`config.mk`:
```
export PLATFORM = sky130hd
export DESIGN_NAME = positional_list_engine_unit
export DESIGN_NICKNAME = d
export VERILOG_FILES = /design/src/rtl/ple_pkg.sv /design/src/rtl/positional_list_engine_unit.sv /design/src/rtl/ple_cell.sv
export SDC_FILE = /design/constraint.sdc
export NUM_CORES = 1
export LEC_CHECK = 0
export BUFFER_PORTS_ARGS = -buffer_cell sky130_fd_sc_hd__buf_4
export CAP_MARGIN = 15
export CORE_UTILIZATION = 30
export CTS_BUF_LIST = sky130_fd_sc_hd__clkbuf_4 sky130_fd_sc_hd__clkbuf_8 sky130_fd_sc_hd__clkbuf_16
export CTS_CLUSTER_DIAMETER = 30
export DETAILED_ROUTE_END_ITERATION = 8
export PLACE_DENSITY = 0.57
export SLEW_MARGIN = 20
export SYNTH_ARGS = -nofsm -noshare
export SYNTH_HDL_FRONTEND = slang
export SYNTH_HIERARCHICAL = 1
export SYNTH_SLANG_ARGS = --single-unit
```
`constraint.sdc`:
```
create_clock -name clock -period 8.9 [get_ports clock]
set_input_delay 0.445 -clock clock [delete_from_list [all_inputs] [get_ports clock]]
set_output_delay 0.445 -clock clock [all_outputs]
set_load 0.03 [all_outputs]
```
`src/rtl/ple_pkg.sv`:
```
// ----------------------------------------------------------------------------
// ple_pkg
// Request and response types, operation and status codes, and the control
// word that the list cells share.
// ----------------------------------------------------------------------------
package ple_pkg;

   typedef enum logic [1:0] {
      OP_RETRIEVE = 2'd0,
      OP_INSERT   = 2'd1,
      OP_REMOVE   = 2'd2
   } op_type;

   typedef enum logic [1:0] {
      ST_OK    = 2'd0,
      ST_RANGE = 2'd1,
      ST_FULL  = 2'd2
   } status_type;

   typedef struct packed {
      logic [1:0]  opcode;
      logic [4:0]  position;
      logic [31:0] new_item;
   } req_type;

   typedef struct packed {
      logic [31:0] read_item;
      logic [1:0]  status;
      logic [4:0]  length;
   } rsp_type;

   // Broadcast to every cell for one accepted request.
   typedef struct packed {
      logic       shift_in;
      logic       shift_out;
      logic       read;
      logic [4:0] pos_idx;
   } cell_ctl_type;

endpackage

```
`src/rtl/positional_list_engine_unit.sv`:
```
// ----------------------------------------------------------------------------
// positional_list_engine_unit
// Ordered list of up to DEPTH items held in a row of cells, addressed by
// 1-based position, with retrieve, insert and remove requests.
// ----------------------------------------------------------------------------
//  Channel    Ports                    Direction  Transfer
//  request    start, busy, req_data    in         start high while busy low
//  response   rsp_strobe, rsp_data     out        strobe high for one cycle
//
// The cells shift in parallel at the edge that accepts a request, and the
// response appears on the following cycle. A new request may be given in
// every cycle, so busy stays low. The response is shown for exactly one
// cycle, as the receiver cannot stall. Synchronous reset empties the list;
// the cell contents are left as they are.
// ----------------------------------------------------------------------------
module positional_list_engine_unit #(
   parameter int DEPTH     = 16,
   parameter int ITEM_BITS = 32
) (
   input  logic             clock,
   input  logic             reset,
   input  logic             start,
   output logic             busy,
   input  ple_pkg::req_type req_data,
   output logic             rsp_strobe,
   output ple_pkg::rsp_type rsp_data
);
   import ple_pkg::*;

   localparam int LW = $clog2(DEPTH + 1);
   localparam int CW = ((LW > 5) ? LW : 5) + 1;

   logic [LW-1:0]        len_ff;
   logic [LW-1:0]        len_in;
   logic                 rsp_strobe_ff;
   rsp_type              rsp_ff;
   rsp_type              rsp_in;
   cell_ctl_type         ctl;
   logic                 accept;
   logic [CW-1:0]        pos_x;
   logic [CW-1:0]        len_x;
   logic                 in_list;
   logic                 ins_pos_ok;
   logic                 full;
   logic [ITEM_BITS-1:0] item_w;
   logic [ITEM_BITS-1:0] read_w;
   logic [ITEM_BITS-1:0] cell_q  [DEPTH];
   logic [ITEM_BITS-1:0] cell_rd [DEPTH];
   status_type           status;

   assign busy   = 1'b0;
   assign accept = start && !busy;
   assign item_w = ITEM_BITS'(req_data.new_item);

   assign pos_x      = CW'(req_data.position);
   assign len_x      = CW'(len_ff);
   assign in_list    = (req_data.position != 5'd0) && (pos_x <= len_x);
   assign ins_pos_ok = (req_data.position != 5'd0) && (pos_x <= len_x + CW'(1));
   assign full       = (len_ff == LW'(DEPTH));

   always_comb begin
      ctl           = '0;
      ctl.pos_idx   = req_data.position - 5'd1;
      status        = ST_RANGE;
      len_in        = len_ff;
      unique case (req_data.opcode)
         OP_RETRIEVE: begin
            if (in_list) begin
               status   = ST_OK;
               ctl.read = accept;
            end
         end
         OP_INSERT: begin
            if (ins_pos_ok) begin
               if (full) begin
                  status = ST_FULL;
               end else begin
                  status       = ST_OK;
                  ctl.shift_in = accept;
                  if (accept) begin
                     len_in = len_ff + LW'(1);
                  end
               end
            end
         end
         OP_REMOVE: begin
            if (in_list) begin
               status        = ST_OK;
               ctl.shift_out = accept;
               if (accept) begin
                  len_in = len_ff - LW'(1);
               end
            end
         end
         default: begin
            status = ST_RANGE;
         end
      endcase
   end

   for (genvar i = 0; i < DEPTH; i++) begin : g_cell
      logic [ITEM_BITS-1:0] left_w;
      logic [ITEM_BITS-1:0] right_w;

      if (i == 0) begin : g_first
         assign left_w = item_w;
      end else begin : g_left
         assign left_w = cell_q[i-1];
      end

      if (i == DEPTH - 1) begin : g_last
         assign right_w = cell_q[i];
      end else begin : g_right
         assign right_w = cell_q[i+1];
      end

      ple_cell #(
         .ITEM_BITS (ITEM_BITS),
         .INDEX     (i)
      ) u_cell (
         .clock      (clock),
         .ctl        (ctl),
         .new_item   (item_w),
         .left_item  (left_w),
         .right_item (right_w),
         .item_out   (cell_q[i]),
         .read_out   (cell_rd[i])
      );
   end

   always_comb begin
      read_w = '0;
      for (int i = 0; i < DEPTH; i++) begin
         read_w = read_w | cell_rd[i];
      end
   end

   always_comb begin
      rsp_in           = rsp_ff;
      if (accept) begin
         rsp_in.read_item = 32'(read_w);
         rsp_in.status    = status;
         rsp_in.length    = 5'(len_in);
      end
   end

   always_ff @(posedge clock) begin
      if (reset) begin
         len_ff        <= '0;
         rsp_strobe_ff <= 1'b0;
      end else begin
         len_ff        <= len_in;
         rsp_strobe_ff <= accept;
      end
   end

   always_ff @(posedge clock) begin
      rsp_ff <= rsp_in;
   end

   assign rsp_strobe = rsp_strobe_ff;
   assign rsp_data   = rsp_ff;

endmodule

```
`src/rtl/ple_cell.sv`:
```
// ----------------------------------------------------------------------------
// ple_cell
// One list slot. It loads the new item, takes its left neighbour's item on
// an insert, or takes its right neighbour's item on a remove.
// ----------------------------------------------------------------------------
module ple_cell #(
   parameter int ITEM_BITS = 32,
   parameter int INDEX     = 0
) (
   input  logic                  clock,
   input  ple_pkg::cell_ctl_type ctl,
   input  logic [ITEM_BITS-1:0]  new_item,
   input  logic [ITEM_BITS-1:0]  left_item,
   input  logic [ITEM_BITS-1:0]  right_item,
   output logic [ITEM_BITS-1:0]  item_out,
   output logic [ITEM_BITS-1:0]  read_out
);
   import ple_pkg::*;

   logic [ITEM_BITS-1:0] item_ff;
   logic [ITEM_BITS-1:0] item_in;
   logic                 at_pos;
   logic                 beyond_pos;

   assign at_pos     = (32'(INDEX) == {27'd0, ctl.pos_idx});
   assign beyond_pos = (32'(INDEX) > {27'd0, ctl.pos_idx});

   always_comb begin
      item_in = item_ff;
      priority if (ctl.shift_in) begin
         if (at_pos) begin
            item_in = new_item;
         end else if (beyond_pos) begin
            item_in = left_item;
         end
      end else if (ctl.shift_out) begin
         if (at_pos || beyond_pos) begin
            item_in = right_item;
         end
      end else begin
         item_in = item_ff;
      end
   end

   always_ff @(posedge clock) begin
      item_ff <= item_in;
   end

   assign item_out = item_ff;
   assign read_out = (ctl.read && at_pos) ? item_ff : '0;

endmodule

```
Word-level counts from Yosys, hierarchy flattened
Cells that the tools add are included.

word-level totals
  flip-flop bits (word level) = 557
  bits of input ports = 42
  output and inout bits = 41
  logic and storage cells = 265

operators by class
  add/subtract/negate cells = 4
  $lt $le $gt $ge = 17
  equality and inequality tests = 32
  muxes and demuxes = 108
  bitwise logic cells = 15
  reductions and logical operators = 68

operators with widths
  kind                   number
  $mux W32               92
  $or A32 B32 Y32        15
  $ne A3 B1 Y1 const B   14
  $reduce_and A3 Y1      14
  $eq A4 B5 Y1 const A   8
  $gt A4 B5 Y1 const A   8
  $reduce_bool A2 Y1     16
  $mux W5                5
  $eq A3 B5 Y1 const A   4
  $gt A3 B5 Y1 const A   4
  $logic_and A1 B1 Y1    18
  $logic_or A1 B1 Y1     14
  $eq A2 B5 Y1 const A   2
  $gt A2 B5 Y1 const A   2
  $pmux W5 S2            1
  $sub A5 B1 Y5 const B  2
  $mux W1                7
  $add A5 B1 Y6 const B  1
  $le A5 B6 Y1           1
  $add A5 B1 Y5 const B  1
  $eq A1 B5 Y1 const A   1
  $eq A5 B5 Y1 const B   1
  $gt A1 B5 Y1 const A   1
  $le A5 B5 Y1           1
  other kinds (9)        11

Longest topological paths before layout
Gate-level depths: netlist of the first run.

  word-level depth = 21
  gate-level depth with buffers = 14
  depth with buffers taken out = 12

Modules after synthesis
Netlist of the first run, hierarchy kept.

by module, submodules not included
  module                         instances  cells each  area an instance (µm²)  seq. area each (µm²)
  positional_list_engine_unit    1          338         3,183.1                 1,291.2
  ple_cell at g_cell[4].u_cell   1          224         2,202.1                 960.9
  ple_cell at g_cell[10].u_cell  1          257         2,190.9                 960.9
  ple_cell at g_cell[1].u_cell   1          223         2,185.8                 960.9
  ple_cell at g_cell[3].u_cell   1          256         2,165.8                 960.9
  ple_cell at g_cell[7].u_cell   1          223         2,133.3                 960.9
  ple_cell at g_cell[12].u_cell  1          225         2,105.8                 960.9
  ple_cell at g_cell[6].u_cell   1          225         2,092.0                 960.9
  ple_cell at g_cell[14].u_cell  1          225         2,048.2                 960.9
  ple_cell at g_cell[13].u_cell  1          226         2,040.7                 960.9
  ple_cell at g_cell[2].u_cell   1          226         2,026.9                 960.9
  ple_cell at g_cell[8].u_cell   1          226         2,025.7                 960.9
  ple_cell at g_cell[9].u_cell   1          226         1,996.9                 960.9
  ple_cell at g_cell[5].u_cell   1          225         1,993.2                 960.9
  +3 rows                        --         --          --                      --

Worst setup path before layout of the first run
No wires, ideal clock.

  path kind = input port to flip-flop
  start point = in req_data[32] (netlist name)
  end point = reg g_cell[5].u_cell.item_ff[0] (enable)
  setup time = 0.594 ns
  data arrival time = 7.968 ns
  data required time = 8.306 ns
  path slack = 0.338 ns
  cell stages on the path = 10
  path buffers = 1
  path through = inv_1 > ha_1 > nor2b_1 > o21bai_1 > a31oi_2 > nor3_1 > and2_1 > clkbuf_1 > nor2_1 > a2111oi_0

RTL lines
  what                  RTL line                           source
  from (decl)           positional_list_engine_unit.sv:24  input ple_pkg::req_type req_data,
  to (signal assigned)  ple_cell.sv:46                     item_ff <= item_in;
  to (decl)             ple_cell.sv:20                     logic [ITEM_BITS-1:0] item_ff;

==> results of run 1 <==
==> per-stage QoR <==
stage | hold slack [ns] | worst slack (ns)
final | 0.1711 | 3.648
after global routing | 0.1741 | 3.353
after CTS | 0.1337 | 3.743
after detailed placement | 0.5764 | 3.207
after global placement | 0.5782 | 3.269
after floorplan | 0.5141 | 0.3382
==> sequential cells by signal, indices dropped and copies added, names as in the netlist <==
register and cells:
g_cell.u_cell/item_out 512, rsp_data 39, len_ff 5, rsp_strobe 1
==> routing by layer <==
layer  vias to the layer above  global-route usage  share of wire
met4                         0              0.1054          0.044
met3                       323             0.03907          0.088
met5                         -                   0              0
met2                      1764              0.3483           0.46
met1                     16240              0.2881           0.40
li1                      14690                   -              -
==> cell type report <==
type	count	area, µm²	area share
antenna	1	2.502	0.00005909
clock inverter	102	1070	0.02526
tap	1600	2002	0.04727
multi-input combinational	2839	17060	0.4028
sequential	557	16670	0.3936
inverter	76	290.3	0.006855
clock buffer	176	3984	0.09408
timing repair buffer	156	1275	0.03011
==> worst max-delay path, delay by kind of cell, from the launching register on <==
kind | cells | cell delay [ns]
DFF | 1 | 0.48
and+or+nand+nor | 4 | 1.31
muxes | 1 | 0.41
xor gates and xnor gates | 1 | 0.16
buffers and inverters | 2 | 1.69
adders and majority gates | 2 | 0.56
AOI/OAI and AO/OA | 2 | 0.30
==> power by group through the flow <==
stage | Clock, µW | Sequential (µW) | Combinational, µW
CTS | 5420 | 2970 | 692
global route | 5560 | 2970 | 760
detailed placement | 0 | 3010 | 690
floorplan | 0 | 3010 | 439
global placement | 0 | 3010 | 678
finish | 5360 | 2970 | 714
==> path summary, 6_finish.rpt <==
check / start / end
worst max-delay path: len_ff[0]$_SDFF_PP0_ / g_cell[0].u_cell/item_out[27]$_DFFE_PP_
worst min-delay path: req_data[38] / rsp_data[5]$_DFFE_PP_
worst max register to register: len_ff[0]$_SDFF_PP0_ / g_cell[0].u_cell/item_out[27]$_DFFE_PP_
worst min register to register: g_cell[2].u_cell/item_out[19]$_DFFE_PP_ / g_cell[1].u_cell/item_out[19]$_DFFE_PP_
==> cell usage after synthesis, drive strengths merged, types with 2 or more instances <==
cell | n | area, µm²
o211a | 3 | 30.03
edfxtp | 551 | 16550
clkbuf | 244 | 979.7
buf | 168 | 1304
or3 | 5 | 36.28
nor2b | 7 | 43.79
or3b | 4 | 40.04
nand4 | 35 | 219.0
dfxtp | 6 | 120.1
or2b | 2 | 16.27
mux2i | 2 | 20.02
nand2 | 111 | 416.7
nand3 | 234 | 1181
or4 | 2 | 22.52
a211oi | 6 | 55.05
nor2 | 424 | 1675
and4 | 32 | 284.0
o22a | 96 | 868.3
nor3 | 13 | 81.33
o31a | 64 | 568.1
dlygate4sd1 | 2 | 17.52
a21boi | 96 | 720.7
o21a | 2 | 15.01
inv | 76 | 285.3
nand2b | 11 | 71.32
nand3b | 67 | 503.0
and2 | 9 | 63.82
a31oi | 324 | 2033
nor4 | 133 | 844.6
o21ai | 484 | 2430
mux2 | 32 | 360.4
nor3b | 4 | 40.03
a21o | 2 | 16.27
nand4bb | 3 | 66.31
xnor2 | 3 | 26.28
o22ai | 2 | 18.77
and4bb | 3 | 37.54
xor2 | 2 | 17.52
and3 | 484 | 3063
a41oi | 2 | 17.52
ha | 18 | 225.2
a21oi | 106 | 530.5
==> cells by family (layout without fill, tap and decap cells) <==
group / after synthesis / in the layout / share of synthesized area
fa+ha+maj: 18 / 18 / 0.006247
other cells: 1 / 2 / 0.0001040
mux: 34 / 34 / 0.01055
flops: 557 / 557 / 0.4623
simple gates: 1589 / 1589 / 0.2436
xor+xnor: 5 / 5 / 0.001215
compound gates: 1192 / 1192 / 0.2037
buf+inv: 492 / 510 / 0.07236
==> out/qor.csv, run 1 <==
stage,metric,value,unit
logic_synthesis,synth.distinct_cells,87,
grt,overflow,0,
clock_tree,cts.reportedPaths.clkPinSlew,0.04,ns
timing,setup_viol_count_final,0,
grt,grt_pass1_wl,205.2,mm
routing,drt_iter0_drc,4165,
routing,drc,0,
placement,port-buffer-count,81,
finish,fin_cells,5507,
floorplan,die_w,348.7,µm
timing,setup_tns,0,ns
worst_setup_path,reg2reg_depth,12,
power,power.density,213.6,nW/µm²
clock_tree,cts_root_buf,clkbuf_16,
timing,fmax,190.4,MHz
placement,dp_cells,5224,
finish,utilization,0.3572,
clock_tree,clockBufferDepth,3,
floorplan,die_height,348.7,µm
routing,viasPerCell,5.994,
routing,antenna_left,0,
timing,drv_slew,0,
worst_hold_path,min_path_type,input pin to flip-flop,
timing,worst-slew-pin-transition,1.133,ns
clock_tree,cts_setup_buffers,0,
power,p_leak,0.01578,µW
logic_synthesis,ys_warn_count,6,
finish,finish.instance_area,42350,µm²
timing,rsz0062_at_grt,no,
finish,final_common_cell,edfxtp_1,
power,swShare,0.2618,
placement,placed_area,37190,µm²
power,power_frac_comb,0.079,
clock_tree,tritoncts,built,
finish,syn2layout_area_growth,17.46,%
clock_tree,postCtsResizedCells,0,
placement,dp_hpwl,85.79,mm
grt,first_global_vias,31330,
worst_hold_path,whs_path_depth,3,
worst_setup_path,crit_path_cell_trace,ha_1 -> nand3_1 -> xnor2_1 -> ha_1 -> nand3_1 -> o21bai_1 -> a31oi_2 -> nor3_1 -> and2_4 -> buf_4 -> buf_4 -> mux2_2,
finish,drive_gt1_frac,0.1449,
grt,grt_max_degree,261,
logic_synthesis,synthesis.nets,3948,
grt,antenna_found_initial,2,
placement,gp_congestion,0.8932,
logic_synthesis,synth-seq-area-share,0.4623,
routing,firstDrtPassIters,6,
power,clockPowerShare,0.593,
routing,vias,33010,
floorplan,io-pin-count,83,
logic_synthesis,netlist_area,36050,µm²
routing,totalWireLength,137.6,mm
floorplan,coreArea,118600,µm²
finish,mostFrequentLayoutCells,"edfxtp_1, and3_1, nor2_1",
finish,num-fill-cells,12040,
grt,track_usage,0.2195,
routing,wire_per_inst,24.99,µm
worst_setup_path,crit_path_max_fanout,93,
worst_setup_path,critical_path_arrival,5.72,ns
finish,nNetsFinal,3842,
logic_synthesis,ys_async_sr_fraction,0,
floorplan,dieArea,121600,µm²
timing,post-route-min-period,5.252,ns
logic_synthesis,synth_flop_cell,edfxtp_1,
clock_tree,clkLatencyLatePin,0.76,ns
timing,hold_viol,0,
logic_synthesis,synth_edf_count,551,
timing,fin_skew,0.05750,ns
clock_tree,cts.sinks,557,
worst_setup_path,max_stage_delay,0.86,ns
floorplan,initial_core_util,0.3041,
timing,slew_headroom,0.2444,
power,p_seq_frac,0.329,
logic_synthesis,syn-mean-instance-area,9.273,µm²
run_status,status,"finished, final reports clean",
worst_setup_path,critPathCaptureType,flip-flop,
power,p_int,6677,µW
logic_synthesis,ys_seq_elements,557,
floorplan,rows,126,
power,p_sw,2367,µW
power,p_total,9044,µW
clock_tree,cts_hold_buf,1,
worst_setup_path,cp_data_required_time,9.37,ns
clock_tree,numCtsBuffers,152,
logic_synthesis,synthCells,3888,
power,worst_ir_drop_vdd,0.1586,mV
clock_tree,h-tree-depth,4,
worst_setup_path,path_class,flip-flop to flip-flop,
timing,fin_crit_sh,0.5902,
worst_setup_path,ff2ff_setup_slack,3.65,ns
worst_setup_path,cpMaxStageDelayCell,buf_4,
job,drv_cap,0,
worst_setup_path,startpoint_type,flip-flop,
Power figures use the tool's default switching activity.
==> run 2: changes to the inputs <==
--- a/config.mk
+++ b/config.mk
@@ -11,7 +11,7 @@
 export CTS_BUF_LIST = sky130_fd_sc_hd__clkbuf_4 sky130_fd_sc_hd__clkbuf_8 sky130_fd_sc_hd__clkbuf_16
 export CTS_CLUSTER_DIAMETER = 30
 export DETAILED_ROUTE_END_ITERATION = 8
-export PLACE_DENSITY = 0.57
+export PLACE_DENSITY = 0.55
 export SLEW_MARGIN = 20
 export SYNTH_ARGS = -nofsm -noshare
 export SYNTH_HDL_FRONTEND = slang
==> constraint.sdc (replaced) <==
create_clock -name clock -period 5.3 [get_ports clock]
set_input_delay 0.265 -clock clock [delete_from_list [all_inputs] [get_ports clock]]
set_output_delay 0.265 -clock clock [all_outputs]
set_load 0.03 [all_outputs]
==> out/qor.csv, run 2 (synthesis gave the netlist of run 1 again) <==
stage,metric,value,unit
grt,grt_pass1_wl,207.0,mm
clock_tree,h-tree-depth,4,
floorplan,coreArea,118600,µm²
clock_tree,tritoncts,built,
floorplan,initial_core_util,0.3041,
worst_setup_path,r2r-end,g_cell[10].u_cell/item_out[1]$_DFFE_PP_,
clock_tree,numCtsBuffers,153,
finish,nNetsFinal,3904,
grt,gr-usage-met3,0.03220,
grt,overflow,0,
finish,num-fill-cells,11940,
placement,port-buffer-count,81,
timing,fin_skew,0.04138,ns
floorplan,die_height,348.7,µm
worst_hold_path,min_path_type,input pin to flip-flop,
clock_tree,cts.reportedPaths.clkPinSlew,0.04,ns
finish,multi_input_area,17100,µm²
clock_tree,cts_root_buf,clkbuf_16,
power,worst_ir_drop_vdd,0.3135,mV
finish,diodes,0,
timing,post-route-min-period,4.129,ns
timing,drv_slew,0,
power,power.density,360.6,nW/µm²
clock_tree,clkLatencyLatePin,0.78,ns
finish,finish.instance_area,43180,µm²
placement,gp_congestion,0.8736,
timing,rsz0062_at_grt,no,
clock_tree,cts_setup_buffers,0,
grt,grt_use_met1,0.3059,
power,p_int,11510,µW
floorplan,die_w,348.7,µm
finish,utilization,0.3642,
placement,dp_hpwl,88.77,mm
job,drv_cap,0,
power,clockPowerShare,0.600,
clock_tree,cts_hold_buf,33,
grt,first_global_vias,31550,
worst_setup_path,r2r-start,len_ff[2]$_SDFF_PP0_,
power,power_frac_comb,0.080,
finish,ff_latch_area,16670,µm²
routing,firstDrtPassIters,6,
timing,slew_headroom,0.3083,
floorplan,dieArea,121600,µm²
worst_setup_path,path_class,flip-flop to flip-flop,
worst_setup_path,ff2ff_setup_slack,1.17,ns
routing,wire_per_inst,24.77,µm
grt,grt_max_degree,188,
power,p_total,15570,µW
power,swShare,0.2607,
power,p_seq_frac,0.320,
grt,grt.met2_usage,0.3473,
timing,setup_viol_count_final,0,
worst_hold_path,whs_path_depth,3,
timing,hold_viol,0,
floorplan,rows,126,
worst_setup_path,critical_path_arrival,4.63,ns
timing,fmax,242.2,MHz
floorplan,io-pin-count,83,
finish,drive_gt1_frac,0.1555,
worst_hold_path,min_from,req_data[29],
worst_hold_path,worstHoldEndpoint,g_cell[14].u_cell/item_out[29]$_DFFE_PP_,
clock_tree,cts.sinks,557,
finish,mostFrequentLayoutCells,"edfxtp_1, and3_1, nor2_1",
clock_tree,postCtsResizedCells,0,
power,p_sw,4059,µW
routing,vias,33130,
routing,totalWireLength,137.9,mm
finish,final_common_cell,edfxtp_1,
placement,placed_area,37590,µm²
worst_setup_path,critPathCaptureType,flip-flop,
timing,worst-slew-pin-transition,1.028,ns
clock_tree,clockBufferDepth,3,
worst_setup_path,reg2reg_depth,12,
power,p_leak,0.01613,µW
routing,drt_iter0_drc,4031,
worst_setup_path,crit_path_max_fanout,83,
run_status,status,"finished, final reports clean",
finish,largest_reg_flops,512,
routing,drc,0,
worst_setup_path,startpoint_type,flip-flop,
worst_setup_path,cp_data_required_time,5.80,ns
grt,busiest_layer,met2,
finish,syn2layout_area_growth,19.76,%
grt,track_usage,0.2216,
routing,viasPerCell,5.950,
routing,antenna_left,0,
grt,antenna_found_initial,0,
timing,fin_crit_sh,0.7791,
## run 2: cell types whose count changed in the layout (fill, tap and decap cells not counted), sizes merged
cell         delta
clkbuf         +10
diode           -1
dlygate4sd3    +32
bufinv          +3
inv             -2
buf            +29
clkinv         -17
clkinvlp        +7
## run 2: final cells by class
cell class                      instances  share of cell area
Clock buffer                          186             0.09482
Clock inverter                         93             0.02634
Inverter                               76            0.006810
Multi-Input combinational cell       2839              0.3961
Sequential cell                       557              0.3862
Tap cell                             1600             0.04636
Timing Repair Buffer                  217             0.04341
## run 2: stage by stage
| stage | hold slack [ns] | instances | setup WS, ns | setup TNS [ns] |
|---|---|---|---|---|
| detailed placement | 0.5080 | 5255 | 1.095 | 0 |
| global route | 0.04172 | 5568 | 0.9193 | 0 |
| floorplan | 0.3277 | 3888 | -2.475 | -114.21 |
| global placement | 0.5016 | 5255 | 1.143 | 0 |
| finish | 0.04900 | 5568 | 1.171 | 0 |
| CTS | 0.001070 | 5567 | 1.209 | 0 |
## run 2: how the worst max path moves through the flow
| stage | endpoint | start | slack [ns] |
|---|---|---|---|
| after floorplan | g_cell[5].u_cell/item_out[0]$_DFFE_PP_ | len_ff[1]$_SDFF_PP0_ | -2.47 |
| after global placement | rsp_data[15]$_DFFE_PP_ | req_data[33] | 1.14 |
| after detailed placement | rsp_data[15]$_DFFE_PP_ | req_data[32] | 1.10 |
| after CTS | g_cell[0].u_cell/item_out[9]$_DFFE_PP_ | len_ff[2]$_SDFF_PP0_ | 1.21 |
| after global routing | g_cell[10].u_cell/item_out[12]$_DFFE_PP_ | len_ff[2]$_SDFF_PP0_ | 0.92 |
| final | g_cell[10].u_cell/item_out[1]$_DFFE_PP_ | len_ff[2]$_SDFF_PP0_ | 1.17 |
## run 2: power by group through the flow
stage          Sequential (µW)  Clock (µW)  Combinational (µW)
5_1_grt                   4990        9680                1330
2_1_floorplan             5050           0                 741
6_report                  4990        9340                1250
3_3_place_gp              5060           0                1180
4_1_cts                   4980        9420                1220
3_5_place_dp              5060           0                1200
## run 2: per-layer routing
layer  share of wire  vias up
li1                -    14820
met1            0.43    16420
met2            0.46     1641
met3           0.075      242
met4           0.032        0
met5               0        -
## run 2: worst max-delay path: stages (launching register included)
cell      delay, ns
dfxtp_1        0.55
nand3_1        0.20
xnor2_1        0.17
ha_1           0.30
nand3_2        0.10
o21bai_1       0.13
a31oi_2        0.19
nor3_2         0.31
and2_4         0.56
buf_12         0.31
buf_4          0.69
o31a_1         0.24
a21oi_1        0.06
